**src/hw/rtl/dfs_pkg.sv**
```systemverilog
// shared types, constants and state codes for the depth-first walk block
package dfs_pkg;

   localparam int MAX_VERTICES = 16;
   localparam int VTX_W        = $clog2(MAX_VERTICES);
   localparam int ROW_W        = 16;
   localparam int CNT_W        = 5;

   typedef logic [VTX_W-1:0] vtx_type;
   typedef logic [ROW_W-1:0] row_type;
   typedef logic [CNT_W-1:0] cnt_type;

   localparam logic OP_LOAD = 1'b0;
   localparam logic OP_RUN  = 1'b1;

   localparam cnt_type COUNT_RESET = cnt_type'(16);

   typedef enum logic [2:0] {
      ST_IDLE,
      ST_READ,
      ST_EVAL,
      ST_POP,
      ST_FINISH
   } state_type;

endpackage

```
**src/hw/rtl/dfs_req_if.sv**
```systemverilog
// request channel: row loads and run commands
interface dfs_req_if import dfs_pkg::*; ();
   logic    valid;
   logic    ready;
   logic    op;
   vtx_type row_index;
   row_type row_bits;

   modport source (output valid, output op, output row_index, output row_bits, input ready);
   modport sink   (input valid, input op, input row_index, input row_bits, output ready);
endinterface

```
**src/hw/rtl/dfs_rsp_if.sv**
```systemverilog
// response channel: visited vertices in depth-first order
interface dfs_rsp_if import dfs_pkg::*; ();
   logic    valid;
   logic    ready;
   vtx_type vertex;
   logic    last;

   modport source (output valid, output vertex, output last, input ready);
   modport sink   (input valid, input vertex, input last, output ready);
endinterface

```
**src/hw/rtl/dfs_adjacency_matrix_walk.sv**
```systemverilog
// depth-first walk over an adjacency matrix held in on-chip memory
//
// req_ch carries two kinds of item. A load item (op 0) writes one 16-bit
// adjacency row into the row memory and gives no response.
// A run item (op 1) clears the visited marks and walks depth-first from
// vertex 0, always taking the lowest-numbered unvisited neighbour of the
// vertex on top of the path stack and popping back when there is none.
// rsp_ch returns each reached vertex once, in visit order; the final one has
// last set. csr_we/csr_wdata write the vertex count (0 acts as 1, above 16
// acts as 16); write it only while no walk is running.
// Each vertex is held back until the next one is found or the walk ends, so
// a vertex leaves the block one discovery later. A forward step reads the
// row memory, then evaluates; a backtrack evaluates, reads the stack memory,
// then reads the row memory. The request side takes no new item until a run
// has handed over its last vertex. When the receiver stalls, the walk pauses
// at its next found vertex, with the result held in the output register.
// Reset clears the visited marks, the stack depth, the output valid flag and
// the per-row written flags, so every adjacency row reads as empty until
// loaded, and sets the vertex count to 16.
module dfs_adjacency_matrix_walk import dfs_pkg::*; (
   input  logic         clock,
   input  logic         reset,
   input  logic         csr_we,
   input  cnt_type      csr_wdata,
   dfs_req_if.sink      req_ch,
   dfs_rsp_if.source    rsp_ch
);

   state_type state_ff, state_in;
   cnt_type   count_ff;
   row_type   visited_ff, visited_in;
   cnt_type   depth_ff, depth_in;
   vtx_type   top_ff, top_in;
   vtx_type   pend_ff, pend_in;
   logic      rsp_valid_ff, rsp_valid_in;
   vtx_type   rsp_vertex_ff, rsp_vertex_in;
   logic      rsp_last_ff, rsp_last_in;
   row_type   row_vld_ff, row_vld_in;

   row_type   adj_mem [MAX_VERTICES];
   row_type   adj_q;
   logic      adj_vld_q;
   row_type   adj_row;
   vtx_type   stack_mem [MAX_VERTICES];
   vtx_type   stack_q;

   logic      adj_rd_en;
   logic      stack_we;
   vtx_type   stack_wa;
   vtx_type   stack_wd;
   logic      stack_rd_en;
   vtx_type   stack_ra;
   cnt_type   pop_idx;

   cnt_type   live_n;
   row_type   all_mask;
   row_type   cand;
   vtx_type   nb;
   row_type   nb_bit;
   logic      can_emit;
   logic      req_fire;
   logic      emit;
   vtx_type   emit_vertex;
   logic      emit_last;

   // live vertex count and mask
   always_comb begin
      if (count_ff == '0) begin
         live_n = cnt_type'(1);
      end else if (count_ff > cnt_type'(MAX_VERTICES)) begin
         live_n = cnt_type'(MAX_VERTICES);
      end else begin
         live_n = count_ff;
      end
      for (int j = 0; j < ROW_W; j++) begin
         all_mask[j] = (cnt_type'(j) < live_n);
      end
   end

   // rows never loaded read as empty
   assign adj_row = adj_vld_q ? adj_q : '0;

   // lowest unvisited neighbour
   always_comb begin
      cand = adj_row & ~visited_ff & all_mask;
      nb   = '0;
      for (int j = ROW_W - 1; j >= 0; j--) begin
         if (cand[j]) begin
            nb = vtx_type'(j);
         end
      end
      nb_bit = row_type'(1) << nb;
   end

   assign can_emit     = !rsp_valid_ff || rsp_ch.ready;
   assign req_ch.ready = (state_ff == ST_IDLE) && can_emit;
   assign req_fire     = req_ch.valid && req_ch.ready;
   assign pop_idx      = depth_ff - cnt_type'(2);

   // written flags of the row memory
   always_comb begin
      row_vld_in = row_vld_ff;
      if (req_fire && req_ch.op == OP_LOAD) begin
         row_vld_in[req_ch.row_index] = 1'b1;
      end
   end

   // next state
   always_comb begin
      state_in = state_ff;
      case (state_ff)
         ST_IDLE: begin
            if (req_fire && req_ch.op == OP_RUN) begin
               state_in = (live_n == cnt_type'(1)) ? ST_FINISH : ST_READ;
            end
         end
         ST_READ: state_in = ST_EVAL;
         ST_EVAL: begin
            if (cand != '0) begin
               if (can_emit) begin
                  state_in = (((visited_ff | nb_bit) & all_mask) == all_mask) ?
                             ST_FINISH : ST_READ;
               end
            end else begin
               state_in = (depth_ff == cnt_type'(1)) ? ST_FINISH : ST_POP;
            end
         end
         ST_POP: state_in = ST_READ;
         ST_FINISH: begin
            if (can_emit) begin
               state_in = ST_IDLE;
            end
         end
         default: state_in = ST_IDLE;
      endcase
   end

   // datapath and outputs
   always_comb begin
      visited_in  = visited_ff;
      depth_in    = depth_ff;
      top_in      = top_ff;
      pend_in     = pend_ff;
      adj_rd_en   = 1'b0;
      stack_we    = 1'b0;
      stack_wa    = depth_ff[VTX_W-1:0];
      stack_wd    = nb;
      stack_rd_en = 1'b0;
      stack_ra    = pop_idx[VTX_W-1:0];
      emit        = 1'b0;
      emit_vertex = pend_ff;
      emit_last   = 1'b0;
      case (state_ff)
         ST_IDLE: begin
            if (req_fire && req_ch.op == OP_RUN) begin
               visited_in = row_type'(1);
               depth_in   = cnt_type'(1);
               top_in     = '0;
               pend_in    = '0;
               stack_we   = 1'b1;
               stack_wa   = '0;
               stack_wd   = '0;
            end
         end
         ST_READ: adj_rd_en = 1'b1;
         ST_EVAL: begin
            if (cand != '0) begin
               if (can_emit) begin
                  visited_in = visited_ff | nb_bit;
                  stack_we   = 1'b1;
                  depth_in   = depth_ff + cnt_type'(1);
                  top_in     = nb;
                  pend_in    = nb;
                  emit       = 1'b1;
               end
            end else begin
               depth_in    = depth_ff - cnt_type'(1);
               stack_rd_en = (depth_ff != cnt_type'(1));
            end
         end
         ST_POP: top_in = stack_q;
         ST_FINISH: begin
            if (can_emit) begin
               emit      = 1'b1;
               emit_last = 1'b1;
            end
         end
         default: ;
      endcase

      if (emit) begin
         rsp_valid_in  = 1'b1;
         rsp_vertex_in = emit_vertex;
         rsp_last_in   = emit_last;
      end else begin
         rsp_valid_in  = rsp_valid_ff && !rsp_ch.ready;
         rsp_vertex_in = rsp_vertex_ff;
         rsp_last_in   = rsp_last_ff;
      end
   end

   // row memory
   always_ff @(posedge clock) begin
      if (req_fire && req_ch.op == OP_LOAD) begin
         adj_mem[req_ch.row_index] <= req_ch.row_bits;
      end
      if (adj_rd_en) begin
         adj_q     <= adj_mem[top_ff];
         adj_vld_q <= row_vld_ff[top_ff];
      end
   end

   // path stack memory
   always_ff @(posedge clock) begin
      if (stack_we) begin
         stack_mem[stack_wa] <= stack_wd;
      end
      if (stack_rd_en) begin
         stack_q <= stack_mem[stack_ra];
      end
   end

   always_ff @(posedge clock) begin
      if (reset) begin
         state_ff     <= ST_IDLE;
         count_ff     <= COUNT_RESET;
         visited_ff   <= '0;
         depth_ff     <= '0;
         pend_ff      <= '0;
         rsp_valid_ff <= 1'b0;
         row_vld_ff   <= '0;
      end else begin
         state_ff     <= state_in;
         visited_ff   <= visited_in;
         depth_ff     <= depth_in;
         pend_ff      <= pend_in;
         rsp_valid_ff <= rsp_valid_in;
         row_vld_ff   <= row_vld_in;
         if (csr_we) begin
            count_ff <= csr_wdata;
         end
      end
   end

   always_ff @(posedge clock) begin
      top_ff        <= top_in;
      rsp_vertex_ff <= rsp_vertex_in;
      rsp_last_ff   <= rsp_last_in;
   end

   assign rsp_ch.valid  = rsp_valid_ff;
   assign rsp_ch.vertex = rsp_vertex_ff;
   assign rsp_ch.last   = rsp_last_ff;

endmodule
```
**src/flat_wrapper.sv**
```systemverilog
// flat-port wrapper written by rule: the top's interface ports become plain ports
module dfs_adjacency_matrix_walk_flat import dfs_pkg::*;
  (clock, reset, csr_we, csr_wdata, req_ch_valid, req_ch_op, req_ch_row_index, req_ch_row_bits, req_ch_ready, rsp_ch_valid, rsp_ch_vertex, rsp_ch_last, rsp_ch_ready);
  dfs_req_if req_ch_i ();
  dfs_rsp_if rsp_ch_i ();
  input  logic clock;
  input  logic reset;
  input  logic csr_we;
  input  cnt_type csr_wdata;
  input wire logic [$bits(req_ch_i.valid)-1:0] req_ch_valid;
  input wire logic [$bits(req_ch_i.op)-1:0] req_ch_op;
  input wire logic [$bits(req_ch_i.row_index)-1:0] req_ch_row_index;
  input wire logic [$bits(req_ch_i.row_bits)-1:0] req_ch_row_bits;
  output wire logic [$bits(req_ch_i.ready)-1:0] req_ch_ready;
  output wire logic [$bits(rsp_ch_i.valid)-1:0] rsp_ch_valid;
  output wire logic [$bits(rsp_ch_i.vertex)-1:0] rsp_ch_vertex;
  output wire logic [$bits(rsp_ch_i.last)-1:0] rsp_ch_last;
  input wire logic [$bits(rsp_ch_i.ready)-1:0] rsp_ch_ready;
  assign req_ch_i.valid = req_ch_valid;
  assign req_ch_i.op = req_ch_op;
  assign req_ch_i.row_index = req_ch_row_index;
  assign req_ch_i.row_bits = req_ch_row_bits;
  assign req_ch_ready = req_ch_i.ready;
  assign rsp_ch_valid = rsp_ch_i.valid;
  assign rsp_ch_vertex = rsp_ch_i.vertex;
  assign rsp_ch_last = rsp_ch_i.last;
  assign rsp_ch_i.ready = rsp_ch_ready;
  dfs_adjacency_matrix_walk u_core (.clock(clock), .reset(reset), .csr_we(csr_we), .csr_wdata(csr_wdata), .req_ch(req_ch_i), .rsp_ch(rsp_ch_i));
endmodule
```
**config.mk**
```make
export PLATFORM = sky130hd
export DESIGN_NAME = dfs_adjacency_matrix_walk_flat
export DESIGN_NICKNAME = d
export VERILOG_FILES = /design/src/hw/rtl/dfs_pkg.sv /design/src/hw/rtl/dfs_req_if.sv /design/src/hw/rtl/dfs_rsp_if.sv /design/src/hw/rtl/dfs_adjacency_matrix_walk.sv /design/src/flat_wrapper.sv
export SDC_FILE = /design/constraint.sdc
export NUM_CORES = 1
export LEC_CHECK = 0
export ABC_AREA = 1
export BUFFER_PORTS_ARGS = -buffer_cell sky130_fd_sc_hd__buf_2
export CAP_MARGIN = 40
export CELL_PAD_IN_SITES_DETAIL_PLACEMENT = 0
export CELL_PAD_IN_SITES_GLOBAL_PLACEMENT = 1
export CORE_MARGIN = 2
export CORE_UTILIZATION = 50
export CTS_CLUSTER_DIAMETER = 40
export CTS_CLUSTER_SIZE = 20
export DETAILED_ROUTE_END_ITERATION = 10
export PLACE_DENSITY = 0.82
export SLEW_MARGIN = 5
export SYNTH_ARGS = -nofsm -noshare
export SYNTH_HDL_FRONTEND = slang
export SYNTH_SLANG_ARGS = --single-unit
```
**constraint.sdc**
```tcl
create_clock -name clock -period 3.57 [get_ports clock]
set_input_delay 0.357 -clock clock [delete_from_list [all_inputs] [get_ports clock]]
set_output_delay 0.357 -clock clock [all_outputs]
set_load 0.01 [all_outputs]
```
==> summary.txt, run 1 <==
Status
  • Result of the run: finished, final reports clean

Global route
  • Met1 track utilization from global routing: 0.311
  • Number of antenna violations at the first check in global routing: 2
  • Global-route track usage on met3: 0.0428
  • Number of global-route vias before repair: 10500
  • Most Crowded Layer GR: met2
  • Met2 usage in global routing: 0.373
  • Maximum number of pins on one net before global-route repair: 54
  • Wire length of the first global-routing pass: 60900 microns
  • Total congestion overflow: 0
  • Total routing usage reported by global routing: 0.227

Die
  • Standard-cell row count: 67
  • Core region area: 33300 sq um
  • Floorplan die width: 187 microns
  • Height of the die: 187 microns
  • Count of pins on the block boundary: 38
  • Initial standard-cell utilization of the core: 0.504
  • Area of the die: 35000 sq um

Cells and area
  • Flip-flop and latch area: 11500 sq um
  • Layout filler cell count: 2678
  • Final core utilization: 0.584
  • Share of post-route cells with drive strength above 1: 0.147
  • Area of combinational cells with multiple inputs: 4470 sq um
  • Final nets: 1491
  • Inserted Diodes: 0
  • Layout-stage area growth over the synthesis result: 15.9%

Pwr
  • Switching pwr: 0.00375 W
  • Sequential Power Share: 0.426
  • Combinational fraction of design power: 0.186
  • Static leakage: 7.03 nW
  • Total power density per cell area: 658 nW/um^2
  • Worst IR Drop VDD: 394 uV
  • Switching share of total power: 0.293
  • Proportion of power drawn by the clock network: 0.388
  • Internal Pwr Total: 0.00902 W

Route
  • Average routed wire per standard cell: 20.6 microns
  • Via density per instance: 5.67
  • TritonRoute pass-1 iters: 5
  • Detailed Route Iter0 Violations: 1041
  • Number of routed nets with antenna violations: 0
  • Number of remaining DRC errors: 0
  • Overall routed net length: 39900 microns
  • Total via count in the routed design: 11000

Clock tree
  • CTS tree: done
  • Number of buffers created by CTS: 48
  • CTS hold repair buffers: 0
  • CTS Buffer Depth: 3
  • CTS root buffer: sky130_fd_sc_hd__clkbuf_16
  • H-tree lvl count: 2
  • Clock insertion delay at the later pin of the skew report: 570 ps
  • Clock slew at the register clock pins of the worst setup and hold paths: 60 ps
  • # clock sinks: 400
  • Setup Fix Bufs, Post-CTS: 0
  • Number of instances resized during post-cts repair: 0

Synthesis
  • Cell taking the most area after synthesis: sky130_fd_sc_hd__edfxtp_1
  • Count of different cell masters after synthesis: 42
  • Net count of the mapped netlist: 1420
  • Average footprint of a synthesized cell: 12.1 sq um
  • Post-synthesis instance area: 16800 sq um
  • Flip-flop and latch count after synthesis: 400
  • Synth top area cells: sky130_fd_sc_hd__edfxtp_1 (63%), sky130_fd_sc_hd__dfxtp_1 (6.0%), sky130_fd_sc_hd__o21ai_0 (4.1%)
  • Cells after synthesis: 1383
  • Yosys warning total: 0
  • Register area share after synthesis: 0.687
  • Area share of the leading cell type in the synthesized netlist: 0.627

STA
  • Maximum clock frequency: 321 MHz
  • Post-Route Skew: 30.9 ps
  • Number of endpoints failing setup at the final stage: 0
  • Share of the cycle needed by the critical path after routing: 0.873
  • Tightest slew margin relative to the limit: 0.448
  • Unrepaired setup endpoints after global routing: no
  • Total negative slack for setup checks: 0 ps
  • Minimum clock period after layout: 3120 ps
  • Measured slew at the worst slew-check pin: 824 ps
  • Final hold violations: 0
  • Max-slew violation total from the final report: 0

Min path
  • HP Class: in -> reg
  • Number of cells on the worst hold path: 3
  • Worst hold endpoint: u_core.count_ff[2]
  • Hold_sp: csr_wdata[2]

Placement
  • Port-buffer cells: 37
  • Half-perimeter wire length after placement: 24300 microns
  • Gp weighted congestion: 0.894

Worst setup path
  • Data required, critical path: 3860 ps
  • RR Endpoint: u_core.stack_mem[5][3]
  • Depth of the worst register-to-register path: 14
  • Kind of end point of the critical path: register
  • Category of the critical setup timing path: reg -> reg
  • Crit-path slowest cell: sky130_fd_sc_hd__dfxtp_1
  • Reg-to-reg startpoint: u_core.count_ff[4]
  • Data arrival time of the critical path: 3410 ps
  • Most frequent cell on the critical path: sky130_fd_sc_hd__nor2_1
  • Largest fanout on the critical path: 10
  • Cells along the critical path: inv_2 -> nand2_2 -> nor2_1 -> nand3_1 -> nand4_1 -> nand2_1 -> nor2_1 -> nand2_1 -> nor2_1 -> nor3_2 -> nor2_1 -> clkinv_1 -> nand2_1 -> nor2_1
  • Delay of the slowest critical-path stage: 380 ps
  • Slack of the worst reg-to-reg path: 450 ps
  • Type of origin of the critical path: register

Flow run
  • Max-cap check violation count: 0
## Yosys cell counts (all sizes together)
master  instances
ha              6
a211oi         18
buf            18
o31ai           2
o221ai          6
mux2i          68
xnor2           2
a21oi         101
nor3            5
clkbuf         52
edfxtp        350
nor2          128
or2             1
o21a           16
clkinv          6
nand3b          2
nor3b           2
o21ai         143
o211ai         68
o22ai          12
nand3          53
o21bai          2
xor2            2
a31oi           2
dfxtp          50
nand4          26
nand2         104
inv           138
## how the worst max path moves through the flow
stage | depth (start not counted) | slack (ps) | endpoint | from
4_1_cts | 30 | 190 | u_core.state_ff[2] | u_core.adj_vld_q
2_1_floorplan | 14 | 860 | u_core.stack_mem[10][0] | u_core.count_ff[2]
5_1_grt | 31 | 120 | u_core.state_ff[2] | u_core.count_ff[4]
3_3_place_gp | 30 | 190 | u_core.state_ff[2] | u_core.adj_vld_q
6_report | 14 | 450 | u_core.stack_mem[5][3] | u_core.count_ff[4]
3_5_place_dp | 30 | 200 | u_core.state_ff[2] | u_core.adj_vld_q
## cells in the final DEF, fill, tap and decap left out, types with 4 or more instances in the layout
cell	Yosys	routed
sky130_fd_sc_hd__nand2_1	97	97
sky130_fd_sc_hd__buf_4	0	47
sky130_fd_sc_hd__o22ai_1	12	12
sky130_fd_sc_hd__clkinv_8	0	6
sky130_fd_sc_hd__inv_6	0	6
sky130_fd_sc_hd__nand3_1	49	49
sky130_fd_sc_hd__mux2i_1	68	68
sky130_fd_sc_hd__buf_2	2	37
sky130_fd_sc_hd__ha_1	6	6
sky130_fd_sc_hd__edfxtp_1	350	350
sky130_fd_sc_hd__bufinv_16	0	4
sky130_fd_sc_hd__a211oi_1	18	18
sky130_fd_sc_hd__o221ai_1	6	6
sky130_fd_sc_hd__inv_1	129	129
sky130_fd_sc_hd__buf_12	0	5
sky130_fd_sc_hd__clkbuf_1	52	7
sky130_fd_sc_hd__o21ai_0	138	138
sky130_fd_sc_hd__inv_2	8	8
sky130_fd_sc_hd__dfxtp_1	50	50
sky130_fd_sc_hd__nor2_1	119	103
sky130_fd_sc_hd__a21oi_1	99	99
sky130_fd_sc_hd__clkbuf_16	0	50
sky130_fd_sc_hd__nor2_2	8	24
sky130_fd_sc_hd__o211ai_1	68	68
sky130_fd_sc_hd__nand4_1	23	23
sky130_fd_sc_hd__nand2_2	7	7
sky130_fd_sc_hd__o21ai_1	5	5
sky130_fd_sc_hd__o21a_1	16	16
sky130_fd_sc_hd__clkinv_1	6	12
## per-layer routing
metal	part of all wire	wire [microns]
met1	0.43	17300
met4	0.023	903
met5	0.00053	21
met2	0.48	19100
met3	0.063	2520
## logic make-up after synthesis
group,count (synthesis),synth area share
fa+ha+maj,6,0.00448
simple gates,321,0.0877
flops,400,0.687
buf+inv,214,0.0487
mux,68,0.0406
compound gates,370,0.130
xor+xnor,4,0.00209
## power by group through the flow
| stage | sequential (W) | combinational [W] | clock [W] |
|---|---|---|---|
| floorplan | 0.00546 | 0.00159 | 0 |
| global placement | 0.00555 | 0.00229 | 0 |
| detailed placement | 0.00554 | 0.00233 | 0 |
| CTS | 0.00544 | 0.00234 | 0.00503 |
| global route | 0.00544 | 0.00260 | 0.00522 |
| finish | 0.00544 | 0.00238 | 0.00496 |
## flip-flops by register name (all words and copies together), names as in the netlist
signal                count
u_core.adj_vld_q          1
u_core.adj_mem          256
u_core.state_ff           3
u_core.visited_ff        16
u_core.emit_vertex        4
u_core.top_ff             4
u_core.depth_ff           5
u_core.stack_q            4
u_core.row_vld_ff        16
u_core.rsp_ch.valid       1
u_core.adj_q             16
u_core.count_ff           5
u_core.rsp_ch.last        1
u_core.stack_mem         64
u_core.rsp_ch.vertex      4
## metrics by stage
stage	setup slack (ps)	std cells	power [W]	hold slack, ps	area (sq um)
6_report	453	1941	0.0128	73.4	19400
5_1_grt	117	1941	0.0133	61.0	19400
4_1_cts	192	1939	0.0128	49.5	19400
3_5_place_dp	201	1850	0.00787	445	17700
3_3_place_gp	191	1848	0.00783	441	17700
2_1_floorplan	861	1383	0.00705	403	16800
## worst max-delay path, delay by kind of cell, from the launching register on
family / cells / cell delay (ps)
DFF: 1 / 380
buffers and inverters: 2 / 520
and+or+nand+nor: 12 / 1960
## area by class of cell
type / count / area share
Timing Repair Buffer: 91 / 0.0344
Clock inverter: 31 / 0.0193
Inverter: 144 / 0.0280
Clock buffer: 58 / 0.0665
Multi-Input combinational cell: 769 / 0.230
Tap cell: 448 / 0.0289
Sequential cell: 400 / 0.593
(Power assumes the default switching activity.)
==> run 2: changes to the inputs <==
==> constraint.sdc (replaced) <==
create_clock -name clock -period 3.57 [get_ports clock]
set_input_delay 0.8925 -clock clock [delete_from_list [all_inputs] [get_ports clock]]
set_output_delay 0.8925 -clock clock [all_outputs]
set_load 0.01 [all_outputs]
==> run 2 against run 1 <==
Compared with the run above: sequential cell count is the same; die area did not move; critical path depth increased by 17; global-route usage down 0.99 points; critical endpoint is now u_core.state_ff[2].
==> summary.txt, run 2 (synthesis results as in run 1) <==
Worst setup path
  • Data arrival time of the critical path: 3630 ps
  • Crit path launch: u_core.count_ff[4]
  • Slack of the worst reg-to-reg path: 440 ps
  • Delay of the slowest critical-path stage: 380 ps
  • Kind of end point of the critical path: register
  • Depth of the worst register-to-register path: 31
  • Data required, critical path: 4070 ps
  • Largest fanout on the critical path: 11
  • Category of the critical setup timing path: reg -> reg
  • Most frequent cell on the critical path: sky130_fd_sc_hd__nand2_1
  • Type of origin of the critical path: register
  • Crit-path slowest cell: sky130_fd_sc_hd__dfxtp_1
  • Reg-to-reg startpoint: u_core.count_ff[4]
  • RR Endpoint: u_core.state_ff[2]

Route
  • Average routed wire per standard cell: 19.5 microns
  • Number of remaining DRC errors: 0
  • Overall routed net length: 37900 microns
  • Detailed Route Iter0 Violations: 881
  • Number of routed nets with antenna violations: 0
  • Total via count in the routed design: 10900
  • TritonRoute pass-1 iters: 5
  • Via density per instance: 5.61

STA
  • Final hold violations: 0
  • Tightest slew margin relative to the limit: 0.506
  • Worst hold slack: 438 ps
  • Maximum clock frequency: 320 MHz
  • Unrepaired setup endpoints after global routing: no
  • Total negative slack for setup checks: 0 ps
  • Share of the cycle needed by the critical path after routing: 0.876
  • Number of endpoints failing setup at the final stage: 0
  • Measured slew at the worst slew-check pin: 737 ps
  • Max-slew violation total from the final report: 0
  • Minimum clock period after layout: 3130 ps
  • Post-Route Skew: 22.1 ps

Status
  • Result of the run: finished, final reports clean

Global route
  • Total routing usage reported by global routing: 0.217
  • Total congestion overflow: 0
  • Maximum number of pins on one net before global-route repair: 69
  • Number of antenna violations at the first check in global routing: 1
  • Wire length of the first global-routing pass: 59100 microns
  • Number of global-route vias before repair: 10600

Clock tree
  • Number of buffers created by CTS: 49
  • # clock sinks: 400
  • CTS hold repair buffers: 0
  • CTS root buffer: sky130_fd_sc_hd__clkbuf_16
  • CTS tree: done
  • H-tree lvl count: 2
  • Clock insertion delay at the later pin of the skew report: 570 ps
  • Clock slew at the register clock pins of the worst setup and hold paths: 60 ps
  • CTS Buffer Depth: 3

Cells and area
  • Final nets: 1493
  • Registers with the highest flip-flop counts: u_core.adj_mem x256, u_core.stack_mem x64
  • Share of post-route cells with drive strength above 1: 0.156
  • Most common cell after layout, fill and taps aside: sky130_fd_sc_hd__edfxtp_1
  • Flip-flop count of the largest register after layout: 256
  • Top register by number of flip-flops: u_core.adj_mem
  • Area of combinational cells with multiple inputs: 4470 sq um
  • Final core utilization: 0.585
  • Layout-stage area growth over the synthesis result: 16.2%
  • Flip-flop and latch area: 11500 sq um
  • Fin area: 19500 sq um
  • Most frequent cells in the layout: sky130_fd_sc_hd__edfxtp_1 (350), sky130_fd_sc_hd__o21ai_0 (138), sky130_fd_sc_hd__inv_1 (129), sky130_fd_sc_hd__nor2_1 (103), sky130_fd_sc_hd__a21oi_1 (99)
  • Layout filler cell count: 2691

Die
  • Height of the die: 187 microns
  • Initial standard-cell utilization of the core: 0.504
  • Count of pins on the block boundary: 38
  • Floorplan die width: 187 microns
  • Area of the die: 35000 sq um
  • Standard-cell row count: 67
  • Core region area: 33300 sq um

Pwr
  • Static leakage: 7.08 nW
  • Combinational fraction of design power: 0.184
  • Switching pwr: 0.00381 W
  • Sequential Power Share: 0.417
  • Total power density per cell area: 664 nW/um^2
  • Tot Pwr: 0.0129 W
  • Worst IR Drop VDD: 416 uV
  • Internal Pwr Total: 0.00913 W
  • Proportion of power drawn by the clock network: 0.399
  • Switching share of total power: 0.294

Min path
  • HP Class: reg -> reg
  • Hold_sp: u_core.emit_vertex[3]
  • Worst hold endpoint: u_core.rsp_ch.vertex[3]
  • Number of cells on the worst hold path: 0

Placement
  • Port-buffer cells: 37
  • Instance area after placement: 17700 sq um
  • Half-perimeter wire length after placement: 23900 microns
  • Gp weighted congestion: 0.913

Flow run
  • Max-cap check violation count: 0
-- run 2: cell count changes in the layout (fill, tap and decap cells not counted), moves of 3 or more --
cell                       before  now
sky130_fd_sc_hd__buf_4         47   50
sky130_fd_sc_hd__inv_8          1    8
sky130_fd_sc_hd__inv_6          6   12
sky130_fd_sc_hd__clkinv_1      12    8
sky130_fd_sc_hd__clkbuf_1       7    2
sky130_fd_sc_hd__clkinv_2       1    4
sky130_fd_sc_hd__clkinv_8       6    1
-- run 2: layout make-up --
cell class                      count  area share
Sequential cell                   400       0.591
Timing Repair Buffer               92      0.0337
Clock buffer                       53      0.0659
Tap cell                          448      0.0288
Antenna cell                        1    0.000128
Inverter                          144      0.0279
Clock inverter                     39      0.0229
Multi-Input combinational cell    769       0.230
-- run 2: routing by layer --
layer  vias to the layer above  wire length, microns  GRT usage
li1                       5192                     -          -
met1                      5310                 16700      0.294
met2                       338                 18100      0.360
met3                        83                  2090     0.0351
met4                         2                   999     0.0739
met5                         -                    13          0
-- run 2: worst max-delay path by stage --
stage | end | slack, ps
3_5_place_dp | u_core.state_ff[2] | 190
3_3_place_gp | u_core.state_ff[2] | 160
6_report | u_core.state_ff[2] | 440
4_1_cts | u_core.state_ff[2] | 180
2_1_floorplan | u_core.adj_mem[12][0] | 770
5_1_grt | u_core.state_ff[2] | 130
-- run 2: metrics by stage --
stage	std cells	worst slack, ps
6_report	1946	442
5_1_grt	1945	127
3_5_place_dp	1849	187
4_1_cts	1941	180
2_1_floorplan	1383	772
3_3_place_gp	1848	157
-- run 2: worst max-delay path: cells and delay by family (launching register included) --
family | cells | cell delay [ps]
buffers and inverters | 2 | 230
flip-flops | 1 | 380
AND/OR/NAND/NOR | 28 | 2350
AO/OA/AOI/OAI | 1 | 110
-- run 2: power by group through the flow --
stage / Combinational [W] / Sequential [W] / Clock [W]
5_1_grt: 0.00262 / 0.00540 / 0.00544
4_1_cts: 0.00236 / 0.00540 / 0.00525
3_3_place_gp: 0.00233 / 0.00550 / 0
6_report: 0.00238 / 0.00539 / 0.00517
2_1_floorplan: 0.00159 / 0.00546 / 0
3_5_place_dp: 0.00235 / 0.00550 / 0
-- run 2: what timing repair did --
| action | in CTS | in global routing |
|---|---|---|
| buffers inserted | 0 | 4 |
| setup endpoints to repair | 0 | 2 |
| gates resized for setup | 0 | 0 |
==> run 3: changes to the inputs <==
--- a/config.mk
+++ b/config.mk
@@ -5,8 +5,7 @@
 export SDC_FILE = /design/constraint.sdc
 export NUM_CORES = 1
 export LEC_CHECK = 0
-export ABC_AREA = 1
-export BUFFER_PORTS_ARGS = -buffer_cell sky130_fd_sc_hd__buf_2
+export ABC_AREA = 0
 export CAP_MARGIN = 40
 export CELL_PAD_IN_SITES_DETAIL_PLACEMENT = 0
 export CELL_PAD_IN_SITES_GLOBAL_PLACEMENT = 1
@@ -15,7 +14,8 @@
 export CTS_CLUSTER_DIAMETER = 40
 export CTS_CLUSTER_SIZE = 20
 export DETAILED_ROUTE_END_ITERATION = 10
-export PLACE_DENSITY = 0.82
+export DONT_BUFFER_PORTS = 1
+export PLACE_DENSITY = 0.77
 export SLEW_MARGIN = 5
 export SYNTH_ARGS = -nofsm -noshare
 export SYNTH_HDL_FRONTEND = slang
==> run 3 against run 2 <==
Compared with the run above: highest routed layer is now met4; sequential power shrank 3%; sequential cell count unchanged; synthesized area is 3.3% lower; utilization up 0.11 points.
==> summary.txt, run 3 <==
Die
  • Initial standard-cell utilization of the core: 0.511
  • Core region area: 31700 sq um
  • Floorplan die width: 184 microns
  • Area of the die: 33900 sq um
  • Count of pins on the block boundary: 38
  • Standard-cell row count: 65
  • Height of the die: 184 microns

Route
  • Detailed Route Iter0 Violations: 919
  • Number of routed nets with antenna violations: 0
  • Detailed-route wire length on metal 1: 15100 microns
  • Routed length on met2: 17300 microns
  • Total via count in the routed design: 8721
  • Top sig layer: met4
  • Overall routed net length: 35500 microns
  • TritonRoute pass-1 iters: 5
  • Average routed wire per standard cell: 25.3 microns
  • Met3 Routed Length: 2350 microns
  • Via density per instance: 6.21
  • Number of remaining DRC errors: 0

Cells and area
  • Most frequent cells in the layout: sky130_fd_sc_hd__edfxtp_1 (350), sky130_fd_sc_hd__mux4_2 (105), sky130_fd_sc_hd__nor2_1 (83), sky130_fd_sc_hd__dfxtp_1 (50), sky130_fd_sc_hd__buf_4 (49)
  • Inserted Diodes: 0
  • Area of combinational cells with multiple inputs: 4520 sq um
  • Layout filler cell count: 2289
  • Top register by number of flip-flops: u_core.adj_mem
  • Flip-flop and latch area: 11500 sq um
  • Most common cell after layout, fill and taps aside: sky130_fd_sc_hd__edfxtp_1
  • Layout-stage area growth over the synthesis result: 14.7%
  • Share of post-route cells with drive strength above 1: 0.266
  • Registers with the highest flip-flop counts: u_core.adj_mem x256, u_core.stack_mem x64
  • Fin area: 18600 sq um
  • Final nets: 1004
  • Flip-flop count of the largest register after layout: 256

STA
  • Maximum clock frequency: 301 MHz
  • Final hold violations: 0
  • Unrepaired setup endpoints after global routing: no
  • Tightest slew margin relative to the limit: 0.384
  • Total negative slack for setup checks: 0 ps
  • Measured slew at the worst slew-check pin: 916 ps
  • Final Worst Setup Slack: 252 ps
  • Share of the cycle needed by the critical path after routing: 0.929
  • Number of endpoints failing setup at the final stage: 0
  • Post-Route Skew: 32.9 ps
  • Max-slew violation total from the final report: 0
  • Minimum clock period after layout: 3320 ps

Worst setup path
  • Cells along the critical path: a2111oi_0 -> buf_4 -> nor3_1 -> o31ai_2 -> or4b_4 -> or4b_1 -> a22oi_1 -> nand4_1 -> a31o_1
  • Kind of end point of the critical path: register
  • Crit-path slowest cell: sky130_fd_sc_hd__a2111oi_0
  • Worst path top cell family by delay: simple AND/OR/NAND/NOR gates
  • Crit path launch: u_core.count_ff[2]
  • Category of the critical setup timing path: reg -> reg
  • Buf+Inv Stages, Crit Path: 1
  • Delay of the slowest critical-path stage: 540 ps
  • Reg-to-reg startpoint: u_core.count_ff[2]
  • Crit path depth: 9
  • Depth of the worst register-to-register path: 9
  • Largest fanout on the critical path: 13
  • Data required, critical path: 4020 ps
  • Data arrival time of the critical path: 3760 ps
  • Type of origin of the critical path: register

Synthesis
  • Async S/R FF share, synth: 0
  • Cell taking the most area after synthesis: sky130_fd_sc_hd__edfxtp_1
  • Yosys warning total: 0
  • Cells after synthesis: 916
  • Area share of the leading cell type in the synthesized netlist: 0.648
  • Primary flip-flop cell chosen by synthesis mapping: sky130_fd_sc_hd__edfxtp_1
  • Net count of the mapped netlist: 953
  • Average footprint of a synthesized cell: 17.7 sq um
  • Register area share after synthesis: 0.710
  • Post-synthesis instance area: 16200 sq um
  • Synth top area cells: sky130_fd_sc_hd__edfxtp_1 (65%), sky130_fd_sc_hd__mux4_2 (15%), sky130_fd_sc_hd__dfxtp_1 (6.2%)
  • Count of different cell masters after synthesis: 69
  • Flip-flop and latch count after synthesis: 400
  • Ranking of synthesized cells by instance count: sky130_fd_sc_hd__edfxtp_1 (350), sky130_fd_sc_hd__mux4_2 (105), sky130_fd_sc_hd__nor2_1 (92), sky130_fd_sc_hd__dfxtp_1 (50), sky130_fd_sc_hd__clkbuf_1 (35)
  • Number of synthesized flops with an enable pin: 350
  • Most numerous cell in the Yosys netlist: sky130_fd_sc_hd__edfxtp_1

Global route
  • Number of global-route vias before repair: 8716
  • Maximum number of pins on one net before global-route repair: 69
  • Number of antenna violations at the first check in global routing: 0
  • Total routing usage reported by global routing: 0.216
  • Total congestion overflow: 0
  • Wire length of the first global-routing pass: 53600 microns

Pwr
  • Switching share of total power: 0.233
  • Worst IR Drop VDD: 551 uV
  • Proportion of power drawn by the clock network: 0.438
  • Switching pwr: 0.00245 W
  • Internal Pwr Total: 0.00805 W
  • Sequential Power Share: 0.497
  • Static leakage: 5.99 nW
  • Combinational fraction of design power: 0.066
  • Total power density per cell area: 565 nW/um^2

Clock tree
  • Number of instances resized during post-cts repair: 0
  • Clock insertion delay at the later pin of the skew report: 580 ps
  • CTS tree: done
  • CTS hold repair buffers: 0
  • CTS Buffer Depth: 3
  • CTS root buffer: sky130_fd_sc_hd__clkbuf_16
  • Number of buffers created by CTS: 44
  • # clock sinks: 400
  • Setup Fix Bufs, Post-CTS: 0
  • Clock slew at the register clock pins of the worst setup and hold paths: 60 ps
  • H-tree lvl count: 2

Placement
  • Port-buffer cells: 0
  • Half-perimeter wire length after placement: 22400 microns
  • Placement Setup Slack: 309 ps
  • Gp weighted congestion: 0.905
  • Instance area after placement: 17100 sq um

Status
  • Result of the run: finished, final reports clean

Min path
  • Number of cells on the worst hold path: 1
  • Hold_sp: reset
  • HP Class: in -> reg

Flow run
  • Max-cap check violation count: 0
==> run 3: cell count changes after synthesis, moves of 18 or more <==
| cell | before | now |
|---|---|---|
| sky130_fd_sc_hd__mux4_2 | 0 | 105 |
| sky130_fd_sc_hd__mux2i_1 | 68 | 5 |
| sky130_fd_sc_hd__a21oi_1 | 99 | 22 |
| sky130_fd_sc_hd__a22oi_1 | 0 | 18 |
| sky130_fd_sc_hd__o211ai_1 | 68 | 4 |
| sky130_fd_sc_hd__nor2_1 | 119 | 92 |
| sky130_fd_sc_hd__o21ai_0 | 138 | 9 |
| sky130_fd_sc_hd__nand2_1 | 97 | 25 |
| sky130_fd_sc_hd__nand3_1 | 49 | 12 |
| sky130_fd_sc_hd__inv_1 | 129 | 14 |
==> run 3: worst paths after layout <==
check	to	slack [ps]
max	u_core.state_ff[0]	250
min	u_core.depth_ff[1]	390
max reg2reg	u_core.state_ff[0]	250
min reg2reg	u_core.rsp_ch.vertex[3]	430
==> run 3: cell type report <==
cell class | instances | share of cell area
Clock buffer | 49 | 0.0619
Clock inverter | 33 | 0.0194
Inverter | 14 | 0.00283
Multi-Input combinational cell | 452 | 0.243
Sequential cell | 400 | 0.619
Tap cell | 402 | 0.0270
Timing Repair Buffer | 55 | 0.0266
==> run 3: cells by family (layout without fill, tap and decap cells) <==
kind of cell / Yosys count / in the layout / synth area share
muxes: 110 / 110 / 0.149
and+or+nand+nor: 223 / 223 / 0.0694
DFF: 400 / 400 / 0.710
AOI/OAI and AO/OA: 108 / 108 / 0.0486
buffers and inverters: 64 / 151 / 0.0156
adders and majority gates: 6 / 6 / 0.00463
xor gates and xnor gates: 5 / 5 / 0.00270
==> run 3: power by group through the flow <==
stage	combinational, W	sequential [W]	clock [W]
floorplan	0.000509	0.00528	0
global placement	0.000685	0.00532	0
detailed placement	0.000695	0.00531	0
CTS	0.000697	0.00521	0.00467
global route	0.000743	0.00522	0.00488
finish	0.000691	0.00521	0.00459
==> run 3: per-stage QoR <==
| stage | instances | power (W) | utilization | hold slack (ps) |
|---|---|---|---|---|
| after global routing | 1405 | 0.0108 | 0.586 | 377 |
| after CTS | 1405 | 0.0106 | 0.586 | 361 |
| after detailed placement | 1323 | 0.00601 | 0.539 | 417 |
| after floorplan | 916 | 0.00579 | - | 409 |
| after global placement | 1322 | 0.00600 | 0.538 | 419 |
| final | 1405 | 0.0105 | 0.586 | 394 |
==> run 3: routing by layer <==
metal | track usage | vias to the layer above
met5 | 0 | -
met4 | 0.0650 | 0
met3 | 0.0436 | 57
met2 | 0.351 | 336
met1 | 0.300 | 4500
li1 | - | 3828
